===== src/rtl/wave_table_sound_channel_top_macros.svh =====
// Assertion macros shared by the wave-table sound channel RTL.
// Expects signals named clk and rst in the including module.
`ifndef WAVE_TABLE_SOUND_CHANNEL_TOP_MACROS_SVH
`define WAVE_TABLE_SOUND_CHANNEL_TOP_MACROS_SVH

// same-cycle implication, disabled in reset
`define WTSC_ASSERT_IMP(lbl, ante, cons) \
  lbl: assert property (@(posedge clk) disable iff (rst) (ante) |-> (cons)) \
    else $error("wtsc check failed");

// next-cycle implication, disabled in reset
`define WTSC_ASSERT_NXT(lbl, ante, cons) \
  lbl: assert property (@(posedge clk) disable iff (rst) (ante) |=> (cons)) \
    else $error("wtsc check failed");

`endif


===== src/rtl/wtsc_pkg.sv =====
// Package for the wave-table sound channel: item kinds, register addresses,
// volume shift table and the result struct. No dependencies.
`timescale 1ns / 1ps

package wtsc_pkg;

  localparam logic [1:0] MODE_TICK  = 2'd0;
  localparam logic [1:0] MODE_LEN   = 2'd1;
  localparam logic [1:0] MODE_READ  = 2'd2;
  localparam logic [1:0] MODE_WRITE = 2'd3;

  localparam logic [15:0] ADDR_NR30 = 16'hFF1A;
  localparam logic [15:0] ADDR_NR31 = 16'hFF1B;
  localparam logic [15:0] ADDR_NR32 = 16'hFF1C;
  localparam logic [15:0] ADDR_NR33 = 16'hFF1D;
  localparam logic [15:0] ADDR_NR34 = 16'hFF1E;
  localparam logic [11:0] WAVE_PAGE = 12'hFF3;

  localparam logic [11:0] PERIOD_BASE = 12'd2048;
  localparam logic [8:0]  LEN_FULL    = 9'd256;

  localparam logic [2:0] VOL_SHIFT [4] = '{3'd4, 3'd0, 3'd1, 3'd2};

  typedef struct packed {
    logic [7:0] read_data;
    logic [3:0] sample_out;
    logic       active;
  } wtsc_result_t;

endpackage


===== src/rtl/wtsc_core.sv =====
// Channel state and per-beat update logic for the wave-table sound channel.
// Depends on wtsc_pkg and the assertion macro header.
`timescale 1ns / 1ps
`include "wave_table_sound_channel_top_macros.svh"

module wtsc_core (
  input  logic                 clk,
  input  logic                 rst,
  input  logic                 accept,
  input  logic [1:0]           mode,
  input  logic [15:0]          address,
  input  logic [7:0]           write_data,
  input  logic                 odd_phase,
  output wtsc_pkg::wtsc_result_t result
);
  import wtsc_pkg::*;

  logic        channel_on, channel_on_next;
  logic        dac_on, dac_on_next;
  logic [8:0]  length_left, length_left_next;
  logic        length_on, length_on_next;
  logic [10:0] period, period_next;
  logic [12:0] divider, divider_next;
  logic [4:0]  position, position_next;
  logic [3:0]  current_nibble, current_nibble_next;
  logic        fetch_hold, fetch_hold_next;
  logic [1:0]  level, level_next;
  logic [3:0]  held_sample, held_sample_next;
  logic [7:0]  wave_ram [16];
  logic [7:0]  wave_ram_next [16];
  logic [7:0]  read_data;

  logic        in_wave;
  logic [3:0]  play_byte;
  logic [4:0]  pos_inc;
  logic [7:0]  fetch_byte;
  logic [12:0] div_dec;
  logic [11:0] span;
  logic [1:0]  grp;

  assign in_wave   = (address[15:4] == WAVE_PAGE);
  assign play_byte = position[4:1];
  assign pos_inc   = position + 5'd1;
  assign fetch_byte = wave_ram[pos_inc[4:1]];
  assign div_dec   = divider - 13'd1;
  assign grp       = play_byte[3:2];

  always_comb begin
    channel_on_next     = channel_on;
    dac_on_next         = dac_on;
    length_left_next    = length_left;
    length_on_next      = length_on;
    period_next         = period;
    divider_next        = divider;
    position_next       = position;
    current_nibble_next = current_nibble;
    fetch_hold_next     = fetch_hold;
    level_next          = level;
    held_sample_next    = held_sample;
    wave_ram_next       = wave_ram;
    read_data           = 8'hFF;
    span                = PERIOD_BASE - {1'b0, period};

    unique case (mode)
      MODE_TICK: begin
        fetch_hold_next = 1'b0;
        divider_next    = div_dec;
        if (div_dec == 13'd0) begin
          divider_next        = {span, 1'b0};
          position_next       = pos_inc;
          current_nibble_next = pos_inc[0] ? fetch_byte[3:0] : fetch_byte[7:4];
          fetch_hold_next     = 1'b1;
        end
        held_sample_next = channel_on ?
                           (current_nibble_next >> VOL_SHIFT[level]) : 4'd0;
      end
      MODE_LEN: begin
        if (length_on && length_left != 9'd0) begin
          length_left_next = length_left - 9'd1;
          if (length_left_next == 9'd0) channel_on_next = 1'b0;
        end
      end
      MODE_READ: begin
        if (address == ADDR_NR30) begin
          read_data = {dac_on, 7'h7F};
        end else if (address == ADDR_NR32) begin
          read_data = {1'b1, level, 5'h1F};
        end else if (address == ADDR_NR34) begin
          read_data = {1'b1, length_on, 6'h3F};
        end else if (in_wave) begin
          if (channel_on) begin
            read_data = fetch_hold ? wave_ram[play_byte] : 8'hFF;
          end else begin
            read_data = wave_ram[address[3:0]];
          end
        end
      end
      MODE_WRITE: begin
        if (address == ADDR_NR30) begin
          dac_on_next = write_data[7];
          if (!write_data[7]) channel_on_next = 1'b0;
        end else if (address == ADDR_NR31) begin
          length_left_next = LEN_FULL - {1'b0, write_data};
        end else if (address == ADDR_NR32) begin
          level_next = write_data[6:5];
        end else if (address == ADDR_NR33) begin
          period_next = {period[10:8], write_data};
        end else if (address == ADDR_NR34) begin
          // extra length clock when length is enabled on an odd phase
          if (odd_phase && !length_on && write_data[6] && length_left != 9'd0) begin
            length_left_next = length_left - 9'd1;
            if (length_left_next == 9'd0) channel_on_next = 1'b0;
          end
          length_on_next = write_data[6];
          period_next    = {write_data[2:0], period[7:0]};
          if (write_data[7]) begin
            if (fetch_hold) begin
              if (grp == 2'd0) begin
                wave_ram_next[0] = wave_ram[play_byte];
              end else begin
                for (int i = 0; i < 4; i++) begin
                  wave_ram_next[i] = wave_ram[{grp, 2'(i)}];
                end
              end
            end
            span                = PERIOD_BASE - {1'b0, period_next};
            channel_on_next     = dac_on;
            divider_next        = {span, 1'b0};
            fetch_hold_next     = 1'b0;
            position_next       = 5'd0;
            current_nibble_next = 4'd0;
            if (length_left_next == 9'd0) begin
              length_left_next = (odd_phase && write_data[6]) ? (LEN_FULL - 9'd1) : LEN_FULL;
            end
          end
        end else if (in_wave) begin
          if (channel_on) begin
            if (fetch_hold) wave_ram_next[play_byte] = write_data;
          end else begin
            wave_ram_next[address[3:0]] = write_data;
          end
        end
      end
      default: begin
      end
    endcase
  end

  always_ff @(posedge clk) begin
    if (rst) begin
      channel_on     <= 1'b0;
      dac_on         <= 1'b0;
      length_left    <= LEN_FULL;
      length_on      <= 1'b0;
      period         <= '0;
      divider        <= '0;
      position       <= '0;
      current_nibble <= '0;
      fetch_hold     <= 1'b0;
      level          <= '0;
      held_sample    <= '0;
      for (int i = 0; i < 16; i++) wave_ram[i] <= 8'h00;
    end else if (accept) begin
      channel_on     <= channel_on_next;
      dac_on         <= dac_on_next;
      length_left    <= length_left_next;
      length_on      <= length_on_next;
      period         <= period_next;
      divider        <= divider_next;
      position       <= position_next;
      current_nibble <= current_nibble_next;
      fetch_hold     <= fetch_hold_next;
      level          <= level_next;
      held_sample    <= held_sample_next;
      wave_ram       <= wave_ram_next;
    end
  end

  assign result.read_data  = read_data;
  assign result.sample_out = held_sample_next;
  assign result.active     = channel_on_next;

  `WTSC_ASSERT_IMP(a_on_needs_dac, channel_on, dac_on)
  `WTSC_ASSERT_IMP(a_len_bound, 1'b1, length_left <= LEN_FULL)
  `WTSC_ASSERT_NXT(a_fetch_on_wrap, accept && mode == MODE_TICK && divider == 13'd1,
                   fetch_hold && divider == $past({span, 1'b0}))

endmodule


===== src/rtl/wave_table_sound_channel_top.sv =====
// Top level of the wave-table sound channel: stream handshake and result register.
// Depends on wtsc_pkg, wtsc_core and the assertion macro header.
`timescale 1ns / 1ps
`include "wave_table_sound_channel_top_macros.svh"

// Each input beat (tick, length clock, register read or write) is handled in
// the cycle it is accepted and yields exactly one result beat in the output
// register on the next cycle. One beat per cycle is sustained; the input
// stalls only while a result sits in the output register and the sink holds
// tready low. Wave RAM and all channel state are cleared by reset.
module wave_table_sound_channel_top (
  input  logic        clk,
  input  logic        rst,
  input  logic        s_tvalid,
  output logic        s_tready,
  input  logic [31:0] s_tdata,   // address[15:0], write_data[23:16], odd_phase[24], zero
  input  logic [1:0]  s_tuser,   // mode[1:0]
  output logic        m_tvalid,
  input  logic        m_tready,
  output logic [15:0] m_tdata    // read_data[7:0], sample_out[11:8], active[12], zero
);
  import wtsc_pkg::*;

  logic         accept;
  wtsc_result_t result;
  wtsc_result_t out_reg;

  assign s_tready = !m_tvalid || m_tready;
  assign accept   = s_tvalid && s_tready;

  wtsc_core u_core (
    .clk        (clk),
    .rst        (rst),
    .accept     (accept),
    .mode       (s_tuser),
    .address    (s_tdata[15:0]),
    .write_data (s_tdata[23:16]),
    .odd_phase  (s_tdata[24]),
    .result     (result)
  );

  always_ff @(posedge clk) begin
    if (rst) begin
      m_tvalid <= 1'b0;
    end else if (s_tready) begin
      m_tvalid <= s_tvalid;
    end
  end

  always_ff @(posedge clk) begin
    if (accept) out_reg <= result;
  end

  assign m_tdata = {3'b000, out_reg.active, out_reg.sample_out, out_reg.read_data};

  `WTSC_ASSERT_NXT(a_out_from_accept, !m_tvalid, m_tvalid == $past(accept))

endmodule

===== config.mk =====
export PLATFORM = sky130hd
export DESIGN_NAME = wave_table_sound_channel_top
export DESIGN_NICKNAME = d
export VERILOG_FILES = /design/src/rtl/wtsc_pkg.sv /design/src/rtl/wtsc_core.sv /design/src/rtl/wave_table_sound_channel_top.sv
export VERILOG_INCLUDE_DIRS = /design/src /design/src/rtl
export SDC_FILE = /design/constraint.sdc
export NUM_CORES = 1
export LEC_CHECK = 0
export BUFFER_PORTS_ARGS = -buffer_cell sky130_fd_sc_hd__buf_2
export CAP_MARGIN = 20
export CORE_MARGIN = 10
export CORE_UTILIZATION = 28
export CTS_BUF_LIST = sky130_fd_sc_hd__clkbuf_16
export CTS_CLUSTER_DIAMETER = 60
export DETAILED_ROUTE_END_ITERATION = 12
export HOLD_SLACK_MARGIN = 0.12
export SLEW_MARGIN = 0
export SYNTH_ARGS = -nofsm -noshare
export SYNTH_HDL_FRONTEND = slang
export SYNTH_HIERARCHICAL = 1
export SYNTH_SLANG_ARGS = --single-unit

===== constraint.sdc =====
create_clock -name clk -period 3.7 [get_ports clk]
set_input_delay 0.74 -clock clk [delete_from_list [all_inputs] [get_ports clk]]
set_output_delay 0.74 -clock clk [all_outputs]
set_load 0.02 [all_outputs]

## Word-level counts from Yosys, hierarchy flattened

Cells that the tools add are included.

| operators by class | value |
|---|---|
| $add $sub $neg | 6 |
| $lt $le $gt $ge | 10 |
| equal/unequal tests | 24 |
| shift operators | 1 |
| mux-type cells | 109 |
| bitwise logic cells | 15 |
| reductions and logical operators | 32 |

Operator list:

| kind | count |
|---|---|
| 2-to-1 mux 128 bit | 3 |
| bitwise mux 128 bit | 2 |
| binary-select mux 8 bit (select 4 bit) | 7 |
| 2-to-1 mux 8 bit | 24 |
| 2-to-1 mux 9 bit | 16 |
| 2-to-1 mux 32 bit | 3 |
| 2-to-1 mux 13 bit | 7 |
| equality test 16 bit, second input constant | 5 |
| demux 8 bit (select 4 bit) | 2 |
| 2-to-1 mux 4 bit | 11 |
| greater-or-equal comparator 5 bit, second input constant | 7 |
| 2-to-1 mux 5 bit | 7 |
| NOT 4 -> 5 bit | 7 |
| case mux 13 bit (2 select lines) | 1 |
| 2-to-1 mux 24 bit | 1 |
| subtractor 12 x 11 -> 12 bit, first input constant | 2 |
| logical NOT 9 bit | 2 |
| case mux 9 bit (2 select lines) | 1 |
| AND reduction 9 bit | 2 |
| 2-to-1 mux 1 bit | 17 |
| != test 2 bit, second input constant | 8 |
| AND reduction 7 bit | 2 |
| logical NOT 13 bit | 1 |
| subtractor 13 x 1 -> 13 bit, second input constant | 1 |
| other kinds (34) | 58 |

| word-level totals | value |
|---|---|
| bits in registers | 194 |
| input bits | 38 |
| output and inout bits | 18 |
| word-level logic and storage cells | 231 |

## Logic depth before layout (Yosys ltp)

| depth | value |
|---|---|
| depth after elaboration | 20 |
| gate-level depth with buffers | 12 |

## Modules after synthesis

Netlist, hierarchy kept.

By module, submodules not included:

| module | times used | cells an instance | area an instance (um^2) | seq. area each (um^2) |
|---|---|---|---|---|
| wtsc_core | 1 | 1495 | 12990.0 | 3603.5 |
| wave_table_sound_channel_top | 1 | 22 | 471.7 | 410.4 |

## Least setup slack after synthesis

No wires, ideal clock.

| timing path | value |
|---|---|
| kind | input -> register |
| start point | input s_tdata[0] |
| end point | register out_reg, in the netlist m_tdata[2] (data pin) |
| library setup time | 0.285 ns |
| arrival | 2.653 ns |
| data required time | 3.415 ns |
| setup slack | 0.762 ns |
| stages | 7 |
| buffers on the path | 3 |
| cells stage by stage | buf_2 -> buf_4 -> buf_2 -> mux4_2 -> mux4_2 -> nand2_1 -> o211ai_1 |

| between the ends | value |
|---|---|
| word-level cells in the longest chain between the ends | 5 |

RTL lines:

| element | line | source |
|---|---|---|
| start: declaration | wave_table_sound_channel_top.sv:16 | `input logic [31:0] s_tdata,` |
| NOT 4 -> 5 bit (implied by the code) | wtsc_core.sv:94 | `read_data = wave_ram[address[3:0]];` |
| binary-select mux 8 bit (select 4 bit) | wtsc_core.sv:94 |  |
| 2-to-1 mux 8 bit (implied by the code) (2 in a row) | wtsc_core.sv:94 |  |
| 2-to-1 mux 8 bit | wtsc_core.sv:91 | `if (channel_on) begin` |
| end signal: assignment | wave_table_sound_channel_top.sv:51 | `if (accept) out_reg <= result;` |
| end: declaration | wave_table_sound_channel_top.sv:26 | `wtsc_result_t out_reg;` |

Parallel ways exist; a longest one is shown, timed or not. The select of a mux whose other input is x is not followed.
A chain may end at the register's enable or synchronous reset.

==> metrics.md <==
| Metric | Value |
|---|---|
| Status | finished, final reports clean |
| Most frequent cells in the layout | nor2_1 (243), dfxtp_1 (178), mux2i_1 (118) |
| Fin crit share | 0.944 |
| Number of global-route vias before repair | 12098 |
| Pre-antenna DRT Iters | 6 |
| Vias per Instance | 5.90 |
| Clock transition at path regs | 70 ps |
| GR Overflow Total | 0 |
| Worst setup SP type | flop |
| Initial antenna violation count | 0 |
| Critical Path Slowest Stage Cell | a31oi_1 |
| GP Congestion | 0.921 |
| Synthesized flop and latch total | 194 |
| Worst Path Arrival | 3680 ps |
| Logic gate share of total power | 0.097 |
| Slew HR | 0.380 |
| Fin. max-slew vios | 0 |
| Commonest register cell after synthesis | dfxtp_1 |
| Number of port buffers | 45 |
| Largest area contributor in the synthesized netlist | dfxtp_1 |
| DIE WIDTH | 239 um |
| Commonest non-fill, non-tap cell in the layout | nor2_1 |
| Pin count of the biggest net entering global routing | 149 |
| Final TNS setup | 0 ps |
| Worst VDD drop | 0.327 mV |
| Num rows | 80 |
| Routed WL | 48500 um |
| Total of warnings raised by yosys | 6 |
| Hpwl dp | 33300 um |
| Syn-to-layout area delta | 12.1% |
| Mapped Cells | 1517 |
| Sw frac | 0.271 |
| DP Worst Slack | 285 ps |
| Seq/Total Area, Yosys | 0.298 |
| Clk Latency, worst-skew pair | 460 ps |
| Clk pwr share | 0.424 |
| Switching power | 1.21 mW |
| Clock Tree Buf Depth | 2 |
| CTS resizes | 0 |
| Dominant cells by area after synthesis | dfxtp_1 (27%), mux4_2 (12%), mux2i_1 (8.8%) |
| # setup viols final | 0 |
| Initial Utilization | 0.283 |
| Layout Skew | 11.1 ps |
| Core Util, Final | 0.317 |
| Max_cap viols | 0 |
| Total core area | 47600 um^2 |
| Netlist cell types | 98 |
| Register share of total power | 0.479 |
| TritonCTS buffer count | 17 |
| Asr flop ratio synth | 0 |
| Static leakage | 5.38 nW |
| Design Power | 4.47 mW |
| Layout Cells excl Fill | 2149 |
| # IOs | 56 |
| Postcts setup bufs | 0 |
| NumNets Final | 1566 |
| Netlist Area Pre-Place | 13500 um^2 |
| TritonCTS clock tree | built |
| Worst-Margin Slew | 922 ps |
| Synth top area share | 0.269 |
| Hold Slack | 466 ps |
| CP endpoint kind | flop |
| EDFF count, synth | 13 |
| Inst Count DP | 2116 |
| Vias | 12675 |
| Post-DRT Antenna Nets | 0 |
| Design area | 15100 um^2 |
| Total number of H-tree levels | 4 |
| RSZ-0062 raised after global routing | no |
| Final hold vios | 0 |
| First-pass GRT wire length | 73500 um |
| CP Data Required Time | 3880 ps |
| Layout cells sized above 1 | 0.204 |
| Avg Inst Size Synth | 8.87 um^2 |
| Hold Buf Count CTS | 0 |
| Internal power | 3.25 mW |
| Min-delay worst type | flop to flop |
| Top cell by count, worst path | buf_4 |
| CTS Root Cell | clkbuf_16 |
| Setup Crit Path Kind | flop to flop |
| Initial DRC Count | 1519 |
| Post-DP Area | 14500 um^2 |
| Slowest cell delay on critical path | 480 ps |
| Worst-path cell chain | ha_1 -> buf_4 -> xnor2_4 -> buf_12 -> buf_4 -> mux2i_1 -> o211ai_1 -> a211oi_1 -> nor3_1 -> a31oi_1 -> mux2_2 -> o21ai_1 |
| Tmin final | 3490 ps |
| Clk sinks | 194 |
| Crit-path max FO | 23 |
| Final worst slack | 206 ps |
| Pwr dens | 296 nW/um^2 |
| Die Span Y | 239 um |
| DR WL/cell | 22.6 um |
| Total track usage | 0.166 |
| Max Freq | 286 MHz |
| DRC viols | 0 |
| Die ar. | 57200 um^2 |
[synth_stat cells (all sizes together) (11+ instances only)]
master / n
a211oi: 21
a21oi: 94
a22oi: 30
a31oi: 22
and2: 14
buf: 61
clkbuf: 75
dfxtp: 181
edfxtp: 13
inv: 21
mux2: 29
mux2i: 118
mux4: 74
nand2: 116
nand3: 36
nand4: 11
nor2: 250
nor2b: 13
nor3: 39
nor4: 16
o211ai: 16
o21ai: 42
o221a: 25
o22ai: 33
xnor2: 20
xor2: 18
[path summary, 6_finish.rpt]
kind	startpoint	end	slack, ps	depth (start not counted)
max	u_core/position[0]	m_tdata[8]	210	12
min	u_core/divider[7]	u_core/divider[7]	470	2
max reg2reg	u_core/position[0]	m_tdata[8]	210	12
min reg2reg	u_core/divider[7]	u_core/divider[7]	470	2
[worst max-delay path, delay by kind of cell, from the launching register on]
kind / cells / cell delay (ps)
compound gates: 4 / 1110
buf+inv: 3 / 650
mux: 2 / 520
flops: 1 / 320
xor+xnor: 1 / 290
fa+ha+maj: 1 / 240
simple gates: 1 / 90
[sequential cells by signal, summed over array words and instances (netlist names)]
register / count
u_core/channel_on: 1
u_core/held_sample: 4
u_core/divider: 13
u_core/current_nibble: 4
u_core/length_left: 9
u_core/length_on: 1
u_core/period: 11
u_core/level: 2
m_tdata: 13
u_core/position: 5
u_core/dac_on: 1
m_tvalid: 1
u_core/wave_ram: 128
u_core/fetch_hold: 1
[power by group through the flow]
stage | sequential (mW) | clock [mW] | combinational [mW]
global route | 2.14 | 2.02 | 0.467
detailed placement | 2.19 | 0 | 0.427
finish | 2.14 | 1.89 | 0.433
global placement | 2.19 | 0 | 0.421
CTS | 2.14 | 1.93 | 0.428
floorplan | 2.19 | 0 | 0.300
[layout make-up]
class / count / area [um^2]
Tap cell: 615 / 769
Timing Repair Buffer: 118 / 863
Clock buffer: 18 / 450
Sequential cell: 194 / 4020
Inverter: 22 / 82.6
Antenna cell: 1 / 2.50
Multi-Input combinational cell: 1167 / 8760
Fill cell: 4956 / 32600
Clock inverter: 14 / 143
[cells by family after synthesis]
kind of cell	after synthesis	share of synthesized area
AND/OR/NAND/NOR	543	0.192
AO/OA/AOI/OAI	354	0.186
multiplexers	221	0.236
flip-flops	194	0.298
buffers and inverters	158	0.0533
XOR/XNOR	38	0.0267
adder cells (fa/ha/maj)	8	0.00744
other	1	0.000279
[layer usage]
layer / part of all wire / track usage / vias to the layer above
met1: 0.40 / 0.207 / 6171
met3: 0.086 / 0.0320 / 150
li1: - / - / 5648
met2: 0.46 / 0.263 / 706
met5: 0 / 0 / -
met4: 0.053 / 0.0945 / 0
Note: power is estimated with default switching activity, not from simulation.
